--- src/rtl/rfa_pkg.sv ---
// ============================================================================
// Reference-counted frame allocator package
// Shared item types, operation codes, status codes, configuration register indexes
// and controller states.
package rfa_pkg;

    typedef enum logic [1:0] {
        FN_ALLOC   = 2'd0,
        FN_FREE    = 2'd1,
        FN_ADD_REF = 2'd2,
        FN_INIT    = 2'd3
    } func_t;

    typedef enum logic [2:0] {
        ST_OK          = 3'd0,
        ST_NO_FREE     = 3'd1,
        ST_DOUBLE_FREE = 3'd2,
        ST_PROTECTED   = 3'd3,
        ST_STILL_REF   = 3'd4,
        ST_OUT_OF_RANGE = 3'd5,
        ST_REF_SAT     = 3'd6
    } status_t;

    typedef enum logic [1:0] {
        CFG_TOTAL_FRAMES  = 2'd0,
        CFG_FREE_START    = 2'd1,
        CFG_FREE_END      = 2'd2,
        CFG_PROTECT_LIMIT = 2'd3
    } cfg_reg_t;

    typedef enum logic [3:0] {
        S_CLEAR,
        S_IDLE,
        S_SCAN,
        S_ALLOC_UPD,
        S_LOOKUP,
        S_INIT_REF,
        S_INIT_BMRD,
        S_INIT_BMWR,
        S_DONE
    } rfa_state_t;

    typedef struct packed {
        logic [1:0]  func;
        logic [31:0] phys_addr;
    } rfa_in_t;

    typedef struct packed {
        logic [2:0]  status;
        logic [31:0] result_addr;
        logic [15:0] old_refs;
        logic [15:0] used_frames;
        logic [15:0] free_frames;
    } rfa_out_t;

endpackage

--- src/rtl/rfa_first_zero.sv ---
// ============================================================================
// First zero finder
// Returns the position of the lowest clear bit of a 32-bit bitmap word.
// ============================================================================
module rfa_first_zero
    import rfa_pkg::*;
(
    input  logic [31:0] word,
    output logic        found,
    output logic [4:0]  idx
);

    logic [31:0] zeros;
    logic [31:0] lowest;

    always_comb
    begin
        zeros  = ~word;
        // Isolate the lowest set bit of the inverted word.
        lowest = zeros & (~zeros + 32'd1);
        found  = |zeros;
        idx    = '0;
        for (int i = 0; i < 32; i++)
        begin
            if (lowest[i])
            begin
                idx = idx | 5'(i);
            end
        end
    end

endmodule

--- config.mk ---
export PLATFORM = sky130hd
export DESIGN_NAME = rfa_first_zero
export DESIGN_NICKNAME = d
export VERILOG_FILES = /design/src/rtl/rfa_pkg.sv /design/src/rtl/rfa_first_zero.sv
export SDC_FILE = /design/constraint.sdc
export NUM_CORES = 1
export LEC_CHECK = 0
export BUFFER_PORTS_ARGS = -buffer_cell sky130_fd_sc_hd__buf_4
export CORE_AREA = 3 3 40 42
export DETAILED_ROUTE_END_ITERATION = 12
export DIE_AREA = 0 0 43 45
export GPL_TIMING_DRIVEN = 1
export PLACE_DENSITY = 0.82
export SYNTH_ARGS = -nofsm -noshare
export SYNTH_HDL_FRONTEND = slang
export SYNTH_SLANG_ARGS = --single-unit
export TNS_END_PERCENT = 5
--- constraint.sdc ---
create_clock -name vclk -period 2.45
set_input_delay 0.245 -clock vclk [all_inputs]
set_output_delay 0.245 -clock vclk [all_outputs]
set_load 0.1 [all_outputs]
Word level (Yosys, flattened, before mapping)
Index checks and enable logic that the tools add are counted.
{"block": "op_classes", "n_bitwise": 3, "n_mux": 31, "reduce_logical": 1, "n_addsub": 1}
{"operator": "$mux W5", "n": 16}
{"operator": "$not A32 Y32", "n": 2}
{"operator": "$add A32 B1 Y32 const B", "n": 1}
{"operator": "$and A32 B32 Y32", "n": 1}
{"operator": "$mux W4", "n": 8}
{"operator": "$reduce_or A32 Y1", "n": 1}
{"operator": "$mux W3", "n": 4}
{"operator": "$mux W2", "n": 2}
{"operator": "$mux W1", "n": 1}
{"block": "word_totals", "register_bits": 0, "output_inout_bits": 6, "in_bits": 32}

Longest topological paths before layout
Gate-level depths: netlist of the first run.
{"block": "logic_depth", "ltp_word": 35, "depth_mapped": 5, "ltp_nobuf": 5}

Worst setup path before layout of the first run
Ideal clock, no wire load.
{"block": "synth_timing", "path_type": "input to output", "start": "input port word[17]", "end": "output port idx[3]", "cell_stages": 5, "setup_slack_ps": -1145, "required_time_ps": 2205, "t_arrival_ps": 3350, "path_cell_list": "and3_1 -> nand3_1 -> nor4b_2 -> a21boi_0 -> o32ai_1"}
{"block": "synth_between", "elab_chain_len": 12}
{"element": "start: declaration", "line_no": "rfa_first_zero.sv:8", "source": "input logic [31:0] word,"}
{"element": "$not A32 Y32 *", "line_no": "rfa_first_zero.sv:18", "source": "zeros = ~word;"}
{"element": "$not A32 Y32 *", "line_no": "rfa_first_zero.sv:20", "source": "lowest = zeros & (~zeros + 32'd1);"}
{"element": "$add A32 B1 Y32 *", "line_no": "rfa_first_zero.sv:20"}
{"element": "$and A32 B32 Y32 *", "line_no": "rfa_first_zero.sv:20"}
{"element": "$mux W5 (7 in series)", "line_no": "rfa_first_zero.sv:25", "source": "if (lowest[i])"}
{"element": "$mux W5 *", "line_no": "rfa_first_zero.sv:25"}
{"element": "end: declaration", "line_no": "rfa_first_zero.sv:10", "source": "output logic [4:0] idx"}
Every way passes the cells marked *; elsewhere a longest branch is shown, timed or not.

Final worst setup path of the first run
Same ends and word-level chain as after synthesis.

==> results of run 1 <==
Yosys cell counts:
cell type	number	area [um2]
and3_1	1	6.260
a21oi_1	4	20.02
inv_1	5	18.77
nand4_2	1	12.51
a21o_1	1	7.510
o211a_1	1	10.01
or2b_1	1	7.510
and4_1	2	17.52
a41oi_1	1	8.760
nor3_2	1	10.01
o21ai_1	1	5.000
nand3_1	9	45.04
and4b_1	2	20.02
nand2b_1	1	6.260
nand3b_1	2	15.01
o21ai_0	7	35.03
o21a_1	1	7.510
a311oi_1	2	17.52
nor2_1	5	18.77
and2_1	2	12.51
nand2b_4	1	13.76
or4_4	1	11.26
nor2_2	1	6.260
nand4_1	4	25.02
a211o_1	2	17.52
o311a_1	1	10.01
nor4b_2	1	15.01
nor2b_1	1	6.260
a22o_1	1	8.760
nand2_1	11	41.29
a21boi_0	2	15.01
o32ai_1	1	8.760
and4_4	1	11.26
a311o_1	1	10.01
o211ai_1	2	15.01
power groups by stage:
stage | clock network [mW] | logic, mW | registers (mW)
floorplan | 0 | 0.0532 | 0
global placement | 0 | 0.116 | 0
detailed placement | 0 | 0.118 | 0
CTS | 0 | 0.118 | 0
global route | 0 | 0.130 | 0
finish | 0 | 0.118 | 0
cell families (layout without fill, tap and decap cells):
group | Yosys count | after routing | share of synthesized area [%]
and+or+nand+nor | 48 | 48 | 58.35
buffers and inverters | 5 | 43 | 3.632
AOI/OAI and AO/OA | 28 | 28 | 38.01
worst min path at each step:
stage / startpoint / slack, ns / end
6_report: word[0] / 1.00 / idx[1]
5_1_grt: word[31] / 1.05 / found
4_1_cts: word[0] / 1.01 / idx[1]
3_5_place_dp: word[0] / 1.01 / idx[1]
3_3_place_gp: word[0] / 1.00 / idx[1]
2_1_floorplan: word[30] / 0.82 / found
routing by layer:
metal | vias to the layer above | wire length, um
met5 | - | 0
met4 | 0 | 0
met3 | 0 | 141
met2 | 30 | 889
met1 | 363 | 691
li1 | 398 | -
placed cells by master (no fill, tap or decap), types with 2 or more instances in the layout:
| cell type | count |
|---|---|
| and4_1 | 2 |
| a21oi_1 | 4 |
| a21boi_0 | 2 |
| nand3_1 | 9 |
| and4b_1 | 2 |
| nor2_1 | 5 |
| inv_1 | 5 |
| o211ai_1 | 2 |
| o21ai_0 | 6 |
| nand4_1 | 4 |
| a211o_1 | 2 |
| and2_1 | 2 |
| o21ai_1 | 2 |
| buf_4 | 38 |
| a311oi_1 | 2 |
| nand2_1 | 11 |
| nand3b_1 | 2 |
cell type report:
class,count,area share [%]
Timing Repair Buffer,38,34.44
Inverter,5,2.266
Multi-Input combinational cell,76,61.03
Tap cell,15,2.266
metrics by stage:
| stage | setup WS [ns] | hold slack [ns] | TNS, ns | cells |
|---|---|---|---|---|
| 2_1_floorplan | -0.1472 | 0.8188 | -0.4280 | 81 |
| 3_3_place_gp | 0.3965 | 1.004 | 0 | 134 |
| 3_5_place_dp | 0.3663 | 1.007 | 0 | 134 |
| 4_1_cts | 0.3510 | 1.007 | 0 | 134 |
| 5_1_grt | 0.2330 | 1.052 | 0 | 134 |
| 6_report | 0.3446 | 1.000 | 0 | 134 |
==> out/metrics.csv, run 1 <==
stage,metric,value,unit
timing,worst_pin_slew,0.3147,ns
critical_path,crit_top_cell,buf_4,
pwr,switching_share,53.67,%
critical_path,worstSetupPathType,in -> out,
placed_design,gp_congestion,0.9267,
floorplan,die_area,1935,um2
global_route,gr-usage-met2,35.03,%
finish,area_delta_synth_final,60.29,%
finish,fin_area,828.3,um2
global_route,grt_overflow,0,
pwr,p_switching,63.30,uW
finish,nClkBuffers,0,
routing,post-route-drc-count,0,
placed_design,dp_hpwl,1486,um
pwr,power.total,117.9,uW
yosys,yosysWarnings,0,
routing,viasPerCell,5.903,
critical_path,worst-path-stages,7,
floorplan,die_w,43,um
routing,first_iter_violations,9,
critical_path,crit_family,simple AND/OR/NAND/NOR gates,
pwr,seqPwrFrac,0,%
timing,period_share,85.93,%
pwr,pwr-share-clk,0,%
finish,layout-drive-gt1-share,38.66,%
clock_tree,ctsResizeCount,0,
clock_tree,hold_buffers,0,
global_route,grt_pass1_wl,2898,um
timing,slew_violations,0,
critical_path,slowest_stage,nor4b_2,
routing,drt_first_pass_iters,4,
worst_hold_path,worst_hold_path_type,in -> out,
pwr,internal-power,54.65,uW
global_route,antenna_found_initial,0,
worst_hold_path,holdPathStages,4,
pwr,leakage,0.3828,nW
placed_design,placed_area,828.3,um2
yosys,netlist_instances,81,
floorplan,start_util,40.21,%
finish,multi_input_area,505.5,um2
finish,regArea,0,um2
finish,seq_cell_count,0,
timing,relSlewSlack,78.96,%
critical_path,cp-startpoint,word[17],
floorplan,core-area,1285,um2
routing,vias,791,
global_route,grt-busiest-layer,met2,
global_route,grt_pass1_vias,717,
floorplan,ios,38,
placed_design,port_buffers,38,
pwr,p_per_area,142.4,nW/um2
global_route,use_met3,2.390,%
timing,grt_setup_unrepaired,false,
finish,final_util,64.46,%
yosys,syn_area,516.7,um2
timing,period_needed,2.105,ns
global_route,track_usage,17.99,%
run_status,status,finished clean,
floorplan,die_h,45,um
finish,diodes,0,
critical_path,endpoint,idx[3],
yosys,synth_seq_area_share,0,%
critical_path,slowest_delay,0.39,ns
critical_path,crit_arrival,1.86,ns
routing,post_drt_wl_per_cell,12.85,um
yosys,avgSynthCellArea,6.380,um2
finish,nNetsFinal,153,
timing,max_freq,475.0,MHz
critical_path,cp.required,2.20,ns
global_route,grt_max_degree,9,
clock_tree,post-cts-setup-buffers,0,
timing,finalSetupViolCount,0,
timing,final-hold-violation-count,0,
pwr,pwr-share-comb,100.0,%
global_route,grtUsageMet1,22.14,%
critical_path,cp_cell_sequence,buf_4 -> and3_1 -> nand3_1 -> nor4b_2 -> a21boi_0 -> o32ai_2 -> buf_4,
floorplan,rows,13,
routing,wl,1722,um
critical_path,critPathMaxFanout,5,
routing,route.antenna.remaining_nets,0,
run,cap_violations,0,
finish,nFillCells,128,
pwr,worst_ir_drop_vdd,0.06731,mV
yosys,syn-num-nets,113,
yosys,yosys.cell_types.count,35,
critical_path,crit_path_start_kind,input pin,
critical_path,crit_path_end_kind,output port,
critical_path,critPathBufInv,2,
Power figures use the tool's default switching activity.
==> inputs of run 2 (changes only) <==
Settings changed: BUFFER_PORTS_ARGS -buffer_cell sky130_fd_sc_hd__buf_4 to default, DONT_BUFFER_PORTS from default to 1, PLACE_DENSITY 0.82 to 0.58.
==> out/metrics.csv, run 2 (synthesis gave the netlist of run 1 again) <==
stage,metric,value,unit
run_status,status,finished clean,
pwr,internal-power,25.81,uW
finish,fin_area,613.1,um2
finish,layout-drive-gt1-share,16.28,%
routing,routed.top_layer,met3,
floorplan,die_w,43,um
global_route,grt_pass1_vias,653,
pwr,pwr-share-comb,100.0,%
critical_path,crit_path_start_kind,input pin,
floorplan,die_h,45,um
pwr,pwr-share-clk,0,%
timing,final-hold-violation-count,0,
floorplan,die_area,1935,um2
finish,regArea,0,um2
global_route,antenna_found_initial,0,
timing,max_freq,494.7,MHz
routing,drt_first_pass_iters,4,
floorplan,start_util,40.21,%
timing,grt_setup_unrepaired,false,
finish,seq_cell_count,0,
placed_design,pre_cts_slack,0.4232,ns
critical_path,critPathMaxFanout,5,
floorplan,core-area,1285,um2
routing,first_iter_violations,9,
finish,nClkBuffers,0,
placed_design,dp_hpwl,1318,um
finish,area_delta_synth_final,18.64,%
routing,wl,1500,um
clock_tree,hold_buffers,0,
worst_hold_path,worst_hold_path_type,in -> out,
routing,wl_met2,751,um
critical_path,crit_path_end_kind,output port,
finish,final_common_cell,nand2_1,
timing,period_needed,2.021,ns
routing,post-route-drc-count,0,
global_route,grt_pass1_wl,2408,um
critical_path,endpoint,idx[3],
global_route,grt_max_degree,9,
pwr,switching_share,61.74,%
critical_path,cp-startpoint,word[17],
pwr,p_switching,41.64,uW
routing,route.antenna.remaining_nets,0,
global_route,track_usage,14.93,%
finish,final_cell_mix,"nand2_1 (11), nand3_1 (9), o21ai_0 (6)",
routing,post_drt_wl_per_cell,14.85,um
critical_path,worstSetupPathType,in -> out,
critical_path,crit_arrival,1.78,ns
timing,worst_pin_slew,0.3268,ns
pwr,leakage,0.2325,nW
floorplan,ios,38,
clock_tree,ctsResizeCount,0,
floorplan,rows,13,
timing,holdWs,0.8239,ns
timing,finalSetupViolCount,0,
placed_design,port_buffers,0,
routing,routed-wl-met3,137,um
routing,vias,648,
finish,final_util,47.71,%
timing,setup_ws,0.4286,ns
pwr,seqPwrFrac,0,%
routing,viasPerCell,6.416,
pwr,power.total,67.45,uW
finish,nNetsFinal,120,
pwr,p_per_area,110.0,nW/um2
placed_design,gp_congestion,0.8518,
clock_tree,post-cts-setup-buffers,0,
timing,relSlewSlack,78.02,%
placed_design,placed_area,613.1,um2
run,cap_violations,0,
pwr,worst_ir_drop_vdd,0.05560,mV
routing,drt-met1-wl,611,um
critical_path,cp.required,2.20,ns
timing,slew_violations,0,
finish,diodes,0,
timing,period_share,82.50,%
global_route,grt_overflow,0,
-- run 2: worst min path at each step --
stage	from	to	slack, ns	cells past startpoint
6_report	word[30]	found	0.82	2
5_1_grt	word[30]	found	0.84	2
4_1_cts	word[30]	found	0.83	2
3_5_place_dp	word[30]	found	0.83	2
3_3_place_gp	word[30]	found	0.83	2
2_1_floorplan	word[30]	found	0.82	2
-- run 2: power by group through the flow --
stage                     Combinational (mW)  Sequential, mW  Clock (mW)
after floorplan                       0.0532               0           0
after global placement                0.0674               0           0
after detailed placement              0.0676               0           0
after CTS                             0.0680               0           0
after global routing                  0.0733               0           0
final                                 0.0675               0           0
-- run 2: routing by layer --
metal	up-vias	global-route usage (%)
met2	28	30.24
met5	-	0
li1	333	-
met3	0	2.390
met4	0	0
met1	287	17.38
-- run 2: area by class of cell --
class / count / area (um2)
multi-input combinational: 76 / 520.5
inverter: 5 / 18.77
tap: 15 / 18.77
timing repair buffer: 5 / 55.05
fill: 141 / 671.9
-- run 2: critical path: stages --
cell and delay, ns:
and3_1 0.23, nand3_1 0.15, nor4b_2 0.40, a21boi_0 0.20, o32ai_4 0.22, buf_4 0.32
-- run 2: metrics by stage --
step                TNS, ns  instances
floorplan           -0.4280         81
global placement          0        101
detailed placement        0        101
CTS                       0        101
global route              0        101
finish                    0        101
